File: config.mk
export PLATFORM = sky130hd
export DESIGN_NAME = msk_ctrl
export DESIGN_NICKNAME = d
export VERILOG_FILES = /design/src/hw/rtl/msk_pkg.sv /design/src/hw/rtl/msk_ctrl.sv
export SDC_FILE = /design/constraint.sdc
export NUM_CORES = 1
export LEC_CHECK = 0
export ABC_CLOCK_PERIOD_IN_PS = 1200
export BUFFER_PORTS_ARGS = -buffer_cell sky130_fd_sc_hd__buf_2
export CAP_MARGIN = 10
export CORE_AREA = 10 10 47 49
export CTS_CLUSTER_SIZE = 25
export DETAILED_ROUTE_END_ITERATION = 8
export DIE_AREA = 0 0 57 59
export HOLD_SLACK_MARGIN = 0.08
export PLACE_DENSITY = 0.36
export SYNTH_ARGS = -nofsm -noshare
export SYNTH_HDL_FRONTEND = slang
export SYNTH_SLANG_ARGS = --single-unit
File: constraint.sdc
create_clock -name i_clk -period 1.2 [get_ports i_clk]
set_input_delay 0.06 -clock i_clk [delete_from_list [all_inputs] [get_ports i_clk]]
set_output_delay 0.06 -clock i_clk [all_outputs]
set_load 0.02 [all_outputs]
File: src/hw/rtl/msk_pkg.sv
// Shared types and constants for the marked stack engine.
// Used by msk_ctrl, msk_dpath and marked_stack_engine; depends on nothing.
`timescale 1ns / 1ps
`default_nettype none

package msk_pkg;

    localparam int DEPTH   = 1024;
    localparam int ADDR_W  = $clog2(DEPTH);
    localparam int FILL_W  = ADDR_W + 1;
    localparam int WORD_W  = 32;
    localparam int FUNC_W  = 3;
    localparam int MARK_W  = 10;
    localparam int OFF_W   = 11;
    localparam int SLOT_W  = 11;
    localparam int CAP_W   = 11;
    localparam int MOUT_W  = 11;
    localparam int STAT_W  = 2;

    localparam logic [FUNC_W-1:0] FN_PUSH     = 3'd0;
    localparam logic [FUNC_W-1:0] FN_POP      = 3'd1;
    localparam logic [FUNC_W-1:0] FN_PEEK     = 3'd2;
    localparam logic [FUNC_W-1:0] FN_GET      = 3'd3;
    localparam logic [FUNC_W-1:0] FN_CHANGE   = 3'd4;
    localparam logic [FUNC_W-1:0] FN_GRAB     = 3'd5;
    localparam logic [FUNC_W-1:0] FN_CLR_MARK = 3'd6;
    localparam logic [FUNC_W-1:0] FN_CLEAR    = 3'd7;

    localparam logic [STAT_W-1:0] ST_OK       = 2'd0;
    localparam logic [STAT_W-1:0] ST_OVERFLOW = 2'd1;
    localparam logic [STAT_W-1:0] ST_EMPTY    = 2'd2;
    localparam logic [STAT_W-1:0] ST_RANGE    = 2'd3;

    localparam logic [CAP_W-1:0] CAP_RESET = CAP_W'(DEPTH);

    typedef struct packed {
        logic accept;
        logic load_out;
        logic clr_en;
    } t_ctrl_cmd;

    typedef struct packed {
        logic clr_last;
    } t_dp_status;

endpackage

`default_nettype wire

File: src/hw/rtl/msk_ctrl.sv
// Controller state machine for the marked stack engine: clearing sweep, accept, result load.
// Depends on msk_pkg; drives the command struct of msk_dpath.
`timescale 1ns / 1ps
`default_nettype none

module msk_ctrl (
    input  wire logic               i_clk,
    input  wire logic               i_rst_n,
    input  wire logic               i_in_valid,
    output logic                    o_in_ready,
    output logic                    o_out_valid,
    input  wire logic               i_out_ready,
    input  wire msk_pkg::t_dp_status i_dp_status,
    output msk_pkg::t_ctrl_cmd      o_cmd
);

    localparam logic [1:0] S_CLEAR = 2'd0;
    localparam logic [1:0] S_IDLE  = 2'd1;
    localparam logic [1:0] S_READ  = 2'd2;

    logic [1:0] r_state;
    logic [1:0] n_state;
    logic       r_out_valid;
    logic       n_out_valid;

    always_comb begin
        o_cmd          = '0;
        n_state        = r_state;
        n_out_valid    = r_out_valid;
        if (r_out_valid && i_out_ready) begin
            n_out_valid = 1'b0;
        end
        unique case (r_state)
            S_CLEAR: begin
                o_cmd.clr_en = 1'b1;
                if (i_dp_status.clr_last) begin
                    n_state = S_IDLE;
                end
            end
            S_IDLE: begin
                if (i_in_valid) begin
                    o_cmd.accept = 1'b1;
                    n_state      = S_READ;
                end
            end
            S_READ: begin
                if (!r_out_valid || i_out_ready) begin
                    o_cmd.load_out = 1'b1;
                    n_out_valid    = 1'b1;
                    n_state        = S_IDLE;
                end
            end
            default: begin
                n_state = S_CLEAR;
            end
        endcase
    end

    always_ff @(posedge i_clk) begin
        if (!i_rst_n) begin
            r_state     <= S_CLEAR;
            r_out_valid <= 1'b0;
        end else begin
            r_state     <= n_state;
            r_out_valid <= n_out_valid;
        end
    end

    assign o_in_ready  = (r_state == S_IDLE);
    assign o_out_valid = r_out_valid;

    a_accept_to_read: assert property (@(posedge i_clk) disable iff (!i_rst_n)
        o_cmd.accept |=> (r_state == S_READ))
        else $error("accepted transfer did not move to the read state");

    a_no_result_in_clear: assert property (@(posedge i_clk) disable iff (!i_rst_n)
        (r_state == S_CLEAR) |-> !r_out_valid)
        else $error("result valid during the clearing sweep");

    a_read_holds: assert property (@(posedge i_clk) disable iff (!i_rst_n)
        (r_state == S_READ && !o_cmd.load_out) |=> (r_state == S_READ && r_out_valid))
        else $error("pending result dropped while output was stalled");

endmodule

`default_nettype wire

== Word-level counts from Yosys, hierarchy flattened ==
Index checks and enable logic that the tools add are counted.
W data, S select, Z words.

* Eq/ne operators: 5
* Muxes and demuxes: 12
* Reduce and logical (&&, ||, !) cells: 5

{| class="wikitable"
|+ Operators with widths
! operator !! count
|-
| $mux W1 || 8
|-
| $mux W2 || 3
|-
| $ne A2 B2 Y1 const B || 3
|-
| $pmux W2 S3 || 1
|-
| $reduce_and A3 Y1 || 1
|-
| $eq A2 B1 Y1 const B || 1
|-
| $eq A2 B2 Y1 const B || 1
|-
| $logic_not A2 Y1 || 1
|-
| $logic_and A1 B1 Y1 || 1
|-
| $logic_not A1 Y1 || 1
|-
| $logic_or A1 B1 Y1 || 1
|}

* Register bits: 3
* Input port bits: 5
* Output and inout bits: 5
* Logic and storage cells: 24

== Logic depth before layout (Yosys ltp) ==
Gate-level depths: netlist (run 1).

* Depth in word-level cells: 4
* Mapped depth: 3
* Mapped depth without buffers: 3

== Least setup slack after synthesis (run 1) ==
No wires, ideal clock.

* Path kind: register to register
* Start: register r_state[0]
* End: register r_state[1]
* Setup time: 0.058 ns
* Arrival time: 0.971 ns
* Data required time: 1.142 ns
* Slack: 0.171 ns
* Stages on the path, launching flop included: 4
* Buffers on the path: 0
* Clock period less this slack: 1.029 ns
* Path through: dfxtp_1 nor2b_2 and2_4 o21a_1

* Word-level cells in the longest chain between the ends: 3
* Elaborated cells between the ends (all ways): 8
* Classes of those cells: eq/ne: 5; mux: 1; reduce/logical: 2

{| class="wikitable"
|+ RTL lines
! element !! line !! source
|-
| start: declaration || msk_ctrl.sv:21 || <nowiki>logic [1:0] r_state;</nowiki>
|-
| start signal: assignment || msk_ctrl.sv:64 || <nowiki>r_state <= n_state;</nowiki>
|-
| $eq A2 B1 Y1 * || - ||
|-
| via o_in_ready || msk_ctrl.sv:10 || <nowiki>output logic o_in_ready,</nowiki>
|-
| $ne A2 B2 Y1 (no source line) || - ||
|-
| $reduce_and A3 Y1 (no source line) || - ||
|}

The timed path passes the listed nets; every way through them passes the cells marked *.
A chain may end at the register's enable or synchronous reset.

==> impl_results.md, run 1 <==
- Antenna-violating nets left: 0
- Crit-path slowest cell: dfxtp_2
- RSZ-0062 raised after global routing: false
- Cells after DPL: 40
- Post-synth top area cell: dfxtp_1
- Via density: 3.356
- Area of the mapped netlist: 142.6 um2
- Placed inst area: 207.7 um2
- Chip Height: 59 um
- CTS tree: yes
- Placer Congestion: 0.6854
- Die Wd: 57 um
- Total Wirelength: 434 um
- LEAKAGE: 0.0001141 uW
- CTS root buf: clkbuf_4
- NumNets Final: 35
- Via count: 151
- Worst-margin pin slew: 0.2043 ns
- Post-layout util: 18.13%
- Fin cells: 45
- Starting Density: 10.18%
- First-pass GRT wire length: 765 um
- Max Transition Viols Final: 0
- Area grow syn2layout: 78.07%
- Netlist cell types: 9
- Status: completed
- Net Count, Synth: 20
- Tcrit/Tclk final: 93.07%
- Total gr overflow: 0
- Ports: 10
- Clk sinks: 3
- Yosys top cell area share: 42.11%
- First drt pass iteration count: 1
- Reg clk slew, reported paths: 0.04 ns
- Largest net degree at the start of global routing: 6
- Worst Path Buf+Inv: 1
- Die area: 3363 um2
- Ratio of cells with drive above 1 in the final layout: 62.07%
- Achievable Freq: 0.8954 GHz
- Diode count: 0
- Post-DP HPWL: 353 um
- Number of port buffers: 9
- Clk_skew: 0.002828 ns
- All-Layer GR Usage: 3.111%
- Final hold violation count: 0
- Crit-path leading delay family: simple AND/OR/NAND/NOR gates
- Pwr dens: 1406 nW/um2
- Synth area leaders: dfxtp_1, nor2b_2, o21a_1, nor2_1, and2_4
- Post-Syn Area per Cell: 9.509 um2
- Core Region: 1401 um2
- Rows: 14
- WP data required: 1.14 ns
- Max incr delay on CP: 0.33 ns
- H-tree depth: 1
- 1st-iter DRT viols: 0
- DRC: 0
- Design Area, Final: 254.0 um2
- Crit path kind: reg2out
- Yosys warnings: 0
- Startpoint Class: register
- Min Hold Slack: 0.1649 ns
- CP cell instances: nand2b_2, nor2b_2, buf_4
- Clk buf depth: 2
- Max-cap violations: 0
- Antenna violations before repair: 0
- VDD IR max: 0.5420 mV
- WP data arrival: 1.06 ns
- Crit-path max FO: 5
- Drt wl/cell: 9.644 um
- Post-Syn Instances: 15
- Vias in the first global route: 169
- Worst-Skew Late Latency: 0.23 ns
- Fin crit period: 1.117 ns
- Post-synthesis sequential area ratio: 42.11%
- Final setup viols: 0
- TritonCTS Buffers: 3
- Setup TNS Final: 0 ns
- Slew HR: 86.30%
- HP Class: in2reg
- CP endpoint kind: output port
- Flops & latches, synth: 3
-- area by class of cell --
class | instances | area, um2
Fill cell | 170 | 1147
Tap cell | 16 | 20.02
Sequential cell | 3 | 62.56
Timing Repair Buffer | 10 | 57.56
Clock buffer | 4 | 26.28
Multi-Input combinational cell | 12 | 87.58
-- worst min-delay path, cell delays in order --
cell and delay (ns):
buf_2 0.07, nand2b_1 0.12, a21boi_0 0.09
-- synthesized netlist by cell type --
library cell	count
dfxtp_1	3
nor2_1	3
nor2b_2	2
o21a_1	2
a211oi_1	1
a21boi_0	1
and2_4	1
nand2b_1	1
nand2b_2	1
-- timing repair --
action,CTS,global route
resized for setup,0,4
buffers inserted,0,0
setup endpoints to repair,0,2
hold buffers,1,0
hold endpoints to repair,2,0
-- flip-flops by register name, indices dropped and copies added, names as in the netlist --
name         flops
r_state          2
o_out_valid      1
-- kinds of logic (layout without fill, tap and decap cells) --
group | count (synthesis) | in the layout | synth area share [%]
simple gates | 8 | 8 | 36.85
compound gates | 4 | 4 | 21.05
buf+inv | 0 | 14 | 0
flops | 3 | 3 | 42.11
-- path summary, 6_finish.rpt --
check	from	endpoint	slack [ns]	cells after the start
setup / recovery	r_state[0]$_SDFFE_PN0P_	o_cmd[1]	0.08	3
hold / removal	i_out_ready	o_out_valid$_SDFF_PN0_	0.16	3
setup reg to reg	r_state[0]$_SDFFE_PN0P_	r_state[1]$_SDFFE_PN0P_	0.31	3
hold reg to reg	o_out_valid$_SDFF_PN0_	o_out_valid$_SDFF_PN0_	0.54	2
-- metrics by stage --
step / worst slack [ns] / total power, uW
after floorplan: 0.1713 / 149.4
after global placement: 0.3034 / 170.6
after detailed placement: 0.2778 / 172.2
after CTS: 0.03054 / 361.1
after global routing: 0.01752 / 387.8
final: 0.08313 / 357.1
-- routing by layer --
metal | part of all wire [%] | wire length [um] | global-route usage (%) | up-vias
met5 | 0 | 0 | 0 | -
met4 | 0 | 0 | 1.007 | 0
met3 | 20 | 88 | 4.292 | 0
met2 | 24 | 104 | 2.326 | 12
met1 | 56 | 241 | 4.038 | 61
li1 | - | - | - | 78
-- placed cells by master, fill, tap and decap left out, types with 2 or more instances in the layout --
cell / Yosys / layout
clkbuf_4: 0 / 3
o21a_1: 2 / 2
buf_2: 0 / 8
dfxtp_2: 0 / 2
nor2_1: 3 / 3
-- power by group --
group          switching (uW)  internal [uW]  leakage [uW]
clock                    54.9            125     0.0000150
sequential               6.35            107     0.0000253
combinational            31.9           32.2     0.0000738
Note: power is estimated with default switching activity, not from simulation.
==> run 2, diff against run 1 <==
Settings changed: ABC_AREA from default to 1, BUFFER_PORTS_ARGS -buffer_cell sky130_fd_sc_hd__buf_2 to default, CELL_PAD_IN_SITES_DETAIL_PLACEMENT from default to 0, CELL_PAD_IN_SITES_GLOBAL_PLACEMENT from default to 2, DONT_BUFFER_PORTS from default to 1, PLACE_DENSITY 0.36 to 0.46.
==> run 2 against run 1 <==
  * Utilization grew 2.1 points
  * Critical path depth increased by 1
  * Synthesized area up 20%
  * Hold slack better by 0.14 ns
  * Critical endpoint unchanged
  * Largest cell class unchanged
  * Highest routed layer unchanged
==> impl_results.md, run 2 <==
- Status: completed
- Post-synth top area cell: dfxtp_1
- Clk buf depth: 2 (unchanged)
- First drt pass iteration count: 1 (unchanged)
- Die area: 3363 um2 (unchanged)
- Worst R2R Path Depth: 5 (+2)
- Post-synthesis sequential area ratio: 35.04% (-7.1 points)
- Commonest non-fill, non-tap cells in the layout: inv_1, nand2_1
- Ratio of cells with drive above 1 in the final layout: 35.29% (-27 points)
- Switching share of power: 26.67% (+0.59 points)
- Worst-margin pin slew: 0.1912 ns (-0.01312 ns)
- Startpoint Class: register
- Number of synthesized flops with an enable pin: 0 (unchanged)
- Placed inst area: 214.0 um2 (+3.0%)
- Yosys top cell area share: 35.04% (-7.1 points)
- Post-DP HPWL: 383.2 um (+8.6%)
- FFs w/ async S/R, synth: 0% (unchanged)
- Total gr overflow: 0 (unchanged)
- Clk_skew: 0.003928 ns (+0.001100 ns)
- Antenna violations before repair: 0 (unchanged)
- Switching power: 93.16 uW (about the same)
- Most frequent cell after synthesis: inv_1
- Clock Power Share: 49.8% (-0.5 points)
- Slew HR: 87.16% (+0.86 points)
- Int Power: 256.2 uW (-3.0%)
- TritonCTS Buffers: 3 (unchanged)
- Worst-Skew Late Latency: 0.23 ns (about the same)
- Max Transition Viols Final: 0 (unchanged)
- Fin crit period: 1.111 ns (-0.005954 ns)
- DRC: 0 (unchanged)
- Reg with most FFs: r_state
- Synth area leaders: dfxtp_1, nor2_8, inv_1, nand2_1, nor2_2
- VDD IR max: 0.3418 mV (-37%)
- Reg2reg end: r_state[0]$_SDFFE_PN0P_
- Max-cap violations: 0 (unchanged)
- Synth Flop Type: dfxtp_1
- Vias in the first global route: 170 (+0.59%)
- Drt wl/cell: 8.780 um (-9.0%)
- Netlist cell types: 13 (+4)
- Crit path kind: reg2out
- Largest net degree at the start of global routing: 7 (+1)
- Reg clk slew, reported paths: 0.04 ns (about the same)
- R2r startpoint: r_state[1]$_SDFFE_PN0P_
- NumNets Final: 40 (+14%)
- CTS tree: yes
- Fin cells: 50 (+11%)
- Cells after DPL: 42 (+5.0%)
- Final setup viols: 0 (unchanged)
- Final hold violation count: 0 (unchanged)
- WHS Path Cells: 4 (+1)
- H-tree depth: 1 (unchanged)
- Antenna-violating nets left: 0 (unchanged)
- Logic pwr share: 18.2% (+0.3 points)
- Commonest non-fill, non-tap cell in the layout: inv_1
- Via count: 169 (+12%)
- Number of flip-flops in the largest register: 2 (unchanged)
- Area of the mapped netlist: 171.4 um2 (+20%)
- Diode count: 0 (unchanged)
- Commonest cells post-synth: inv_1, nand2_1, dfxtp_1
- Net Count, Synth: 28 (+40%)
- LEAKAGE: 0.0001551 uW (+36%)
- Power after layout: 349.3 uW (-2.2%)
- Post-Syn Area per Cell: 7.453 um2 (-22%)
- 1st-iter DRT viols: 0 (unchanged)
- Crit-path max FO: 3 (-2)
- All-Layer GR Usage: 2.720% (-0.39 points)
- Ports: 10 (unchanged)
- Tcrit/Tclk final: 92.58% (-0.50 points)
- Chip Height: 59 um (unchanged)
- CP endpoint kind: output port
- Rows: 14 (unchanged)
- Number of port buffers: 0 (-9)
- Via density: 3.380 (+0.73%)
- Hold endpoint: r_state[1]$_SDFFE_PN0P_
- CTS root buf: clkbuf_4
- Die Wd: 57 um (unchanged)
- Placer Congestion: 0.6907 (+0.77%)
- Total Wirelength: 439 um (+1.2%)
- Area grow syn2layout: 64.96%
- Clk sinks: 3 (unchanged)
- Post-layout util: 20.18% (+2.1 points)
- Design Area, Final: 282.8 um2 (+11%)
- First-pass GRT wire length: 690 um (-9.8%)
- Achievable Freq: 0.9002 GHz (+0.54%)
- Core Region: 1401 um2 (unchanged)
- Post-Syn Instances: 23 (+8)
- Pwr dens: 1235 nW/um2 (-12%)
- Flops & latches, synth: 3 (unchanged)
- RSZ-0062 raised after global routing: false
- Sequential Power Share: 32.0% (+0.2 points)
- Yosys warnings: 0 (unchanged)
- WP data required: 1.14 ns (about the same)
- Reg2reg setup slack: 0.40 ns (+0.09 ns)
- HP Start: i_out_ready
- Starting Density: 12.23% (+2.1 points)
- Setup TNS Final: 0 ns (unchanged)
- WP data arrival: 1.05 ns (about the same)
- HP Class: in2reg
==> run 2: kinds of logic (layout without fill, tap and decap cells) <==
kind of cell	count (synthesis)	in the layout	synth area share (%)
and+or+nand+nor	11	11	39.41
buffers and inverters	6	17	13.14
AOI/OAI and AO/OA	3	3	12.41
DFF	3	3	35.04
==> run 2: area by class of cell <==
cell class / count / area (um2)
tap: 16 / 20.02
inverter: 6 / 22.52
sequential: 3 / 60.06
timing repair buffer: 7 / 65.06
fill: 171 / 1119
multi-input combinational: 14 / 88.84
clock buffer: 4 / 26.28
==> run 2: timing repair <==
| action | 4_1_cts | 5_1_grt |
|---|---|---|
| endpoints found under the hold margin | 3 | 0 |
| resized for setup | 0 | 1 |
| hold buffers | 4 | 0 |
| buffers inserted | 0 | 0 |
| setup endpoints to repair | 0 | 1 |
==> run 2: metrics by stage <==
step | hold slack (ns) | setup WS, ns
after floorplan | 0.1776 | 0.1235
after global placement | 0.1835 | 0.3727
after detailed placement | 0.1881 | 0.3400
after CTS | 0.5551 | 0.04389
after global routing | 0.3314 | 0.01041
final | 0.3083 | 0.08909
==> run 2: worst max path at each step <==
stage,start,to,slack [ns],cells past startpoint
4_1_cts,i_out_ready,o_cmd[1],0.04,4
3_3_place_gp,o_out_valid$_SDFF_PN0_,o_cmd[1],0.37,4
3_5_place_dp,o_out_valid$_SDFF_PN0_,o_cmd[1],0.34,4
6_report,o_out_valid$_SDFF_PN0_,o_cmd[1],0.09,4
5_1_grt,o_out_valid$_SDFF_PN0_,o_cmd[1],0.01,4
2_1_floorplan,o_out_valid$_SDFF_PN0_,o_cmd[1],0.12,3
==> run 2: critical path, stage by stage (launching register included) <==
cell     delay (ns)
dfxtp_1        0.30
inv_1          0.13
nor2_8         0.04
nor3_1         0.16
buf_4          0.18
==> run 2: routing by layer <==
metal	track usage [%]	wire [um]	part of all wire, %	vias to the layer above
li1	-	-	-	89
met1	3.081	202	46	74
met2	3.101	191	44	6
met3	2.361	45	10	0
met4	2.013	0	0	0
met5	0	0	0	-
==> run 2: power by group through the flow <==
stage,combinational (uW),clock [uW],sequential [uW]
finish,63.7,174,112
global route,70.7,189,113
CTS,65.0,184,112
detailed placement,50.9,0,113
global placement,50.7,0,114
floorplan,36.1,0,113
==> run 3, diff against run 2 <==
Settings changed: ABC_AREA 1 to 0, PLACE_DENSITY 0.46 to 0.4.
==> run 3 against run 2 <==
  * Via count decreased by 23%
  * Clock power increased by 3%
  * Cell count decreased by 20%
  * Final area decreased by 18%
  * Largest cell class unchanged
  * Highest routed layer unchanged
==> impl_results.md, run 3 (same netlist as run 1, synthesis figures left out) <==
- DRC: 0 (unchanged)
- Crit path kind: in2out
- Via count: 130 (-23%)
- Diode count: 0 (unchanged)
- Final setup viols: 0 (unchanged)
- Pwr dens: 1498 nW/um2 (+21%)
- Setup bufs post-CTS: 0 (unchanged)
- Area grow syn2layout: 62.28%
- Clk buf depth: 2 (unchanged)
- VDD IR max: 0.3475 mV (+1.7%)
- Reg with most FFs: r_state
- Clk sinks: 3 (unchanged)
- TritonCTS Buffers: 3 (unchanged)
- Clk_skew: 0.005978 ns (+0.002050 ns)
- CTS tree: yes
- CP endpoint kind: output port
- WP data arrival: 1.07 ns (+0.02 ns)
- 1st-iter DRT viols: 7 (+7)
- Ports: 10 (unchanged)
- Commonest non-fill, non-tap cells in the layout: nor2_1, clkbuf_4, dfxtp_1, buf_4
- Reg clk slew, reported paths: 0.03 ns (about the same)
- Post-layout util: 16.52% (-3.7 points)
- Crit-path max FO: 3 (unchanged)
- NumNets Final: 30 (-25%)
- Post-DP HPWL: 328.2 um (-14%)
- Pre-CTS setup slack: 0.2389 ns (-0.1011 ns)
- Die area: 3363 um2 (unchanged)
- RSZ-0062 raised after global routing: false
- Ratio of cells with drive above 1 in the final layout: 41.67% (+6.4 points)
- Antenna violations before repair: 0 (unchanged)
- Achievable Freq: 0.8875 GHz (-1.4%)
- First drt pass iteration count: 3 (+2)
- Number of port buffers: 0 (unchanged)
- WP data required: 1.14 ns (about the same)
- H-tree depth: 1 (unchanged)
- HP Class: in2reg
- Chip Height: 59 um (unchanged)
- Antenna-violating nets left: 0 (unchanged)
- Die Wd: 57 um (unchanged)
- Total Wirelength: 418 um (-4.8%)
- Tcrit/Tclk final: 93.89% (+1.3 points)
- Drt wl/cell: 10.45 um (+19%)
- Starting Density: 10.18% (-2.1 points)
- Crit path setup slack, layout: 0.07326 ns (-0.01582 ns)
- Slew HR: 71.73% (-15 points)
- Number of flip-flops in the largest register: 2 (unchanged)
- Via density: 3.250 (-3.8%)
- Max Transition Viols Final: 0 (unchanged)
- Vias in the first global route: 142 (-16%)
- Fin crit period: 1.127 ns (+0.01582 ns)
- Startpoint Class: input port
- Final hold violation count: 0 (unchanged)
- Max-cap violations: 0 (unchanged)
- Largest net degree at the start of global routing: 6 (-1)
- CTS root buf: clkbuf_4
- Worst-margin pin slew: 0.4225 ns (+0.2313 ns)
- LEAKAGE: 0.00009110 uW (-41%)
- First-pass GRT wire length: 627 um (-9.1%)
- Core Region: 1401 um2 (unchanged)
- Setup TNS Final: 0 ns (unchanged)
- Rows: 14 (unchanged)
- Min Hold Slack: 0.08765 ns (-0.2206 ns)
- All-Layer GR Usage: 2.807% (+0.086 points)
- Total gr overflow: 0 (unchanged)
- Power after layout: 346.8 uW (-0.74%)
- Placer Congestion: 0.5995 (-13%)
- Status: completed
- Worst-Skew Late Latency: 0.23 ns (about the same)
==> run 3: cell types whose count changed in the layout (fill, tap and decap cells not counted), moves of 2 or more <==
cell     previous run  this run
nand2_1             4         0
inv_1               5         0
nor2b_2             0         2
nor2_2              2         0
nor2_1              1         3
==> run 3: path summary, 6_finish.rpt <==
kind                                start                 endpoint  slack (ns)  cells after the start
setup / recovery              i_out_ready                 o_cmd[1]        0.07                      4
hold / removal                 i_in_valid  r_state[0]$_SDFFE_PN0P_        0.09                      2
setup reg to reg  r_state[0]$_SDFFE_PN0P_  r_state[1]$_SDFFE_PN0P_        0.24                      3
hold reg to reg    o_out_valid$_SDFF_PN0_   o_out_valid$_SDFF_PN0_        0.54                      2
==> run 3: per-layer routing <==
layer / GRT usage [%] / share of wire, % / up-vias
met5: 0 / 0 / -
met4: 3.020 / 0 / 0
met3: 3.863 / 24 / 0
met2: 1.550 / 24 / 10
met1: 3.318 / 52 / 51
li1: - / - / 69
==> run 3: layout make-up <==
class / instances / area, um2
sequential: 3 / 60.06
clock buffer: 4 / 26.28
tap: 16 / 20.02
fill: 170 / 1170
timing repair buffer: 5 / 42.54
multi-input combinational: 12 / 82.58
==> run 3: worst max-delay path: stages <==
cell and delay [ns]:
dlygate4sd3_1 0.52, nand2b_1 0.16, nor2b_2 0.17, buf_4 0.15
==> run 3: timing repair <==
item	4_1_cts	5_1_grt
hold endpoints to repair	3	0
resized for setup	0	0
hold buffers	2	0
==> run 3: power breakdown <==
| group | switching [uW] | leakage (uW) | internal, uW |
|---|---|---|---|
| Combinational | 29.3 | 0.0000515 | 25.9 |
| Sequential | 5.72 | 0.0000246 | 106 |
| Clock | 55.0 | 0.0000150 | 125 |
==> run 3: through the flow <==
step / cell area [um2] / std cells
6_report: 231.5 / 40
5_1_grt: 231.5 / 40
4_1_cts: 231.5 / 40
3_5_place_dp: 185.2 / 34
3_3_place_gp: 185.2 / 34
2_1_floorplan: 142.6 / 15
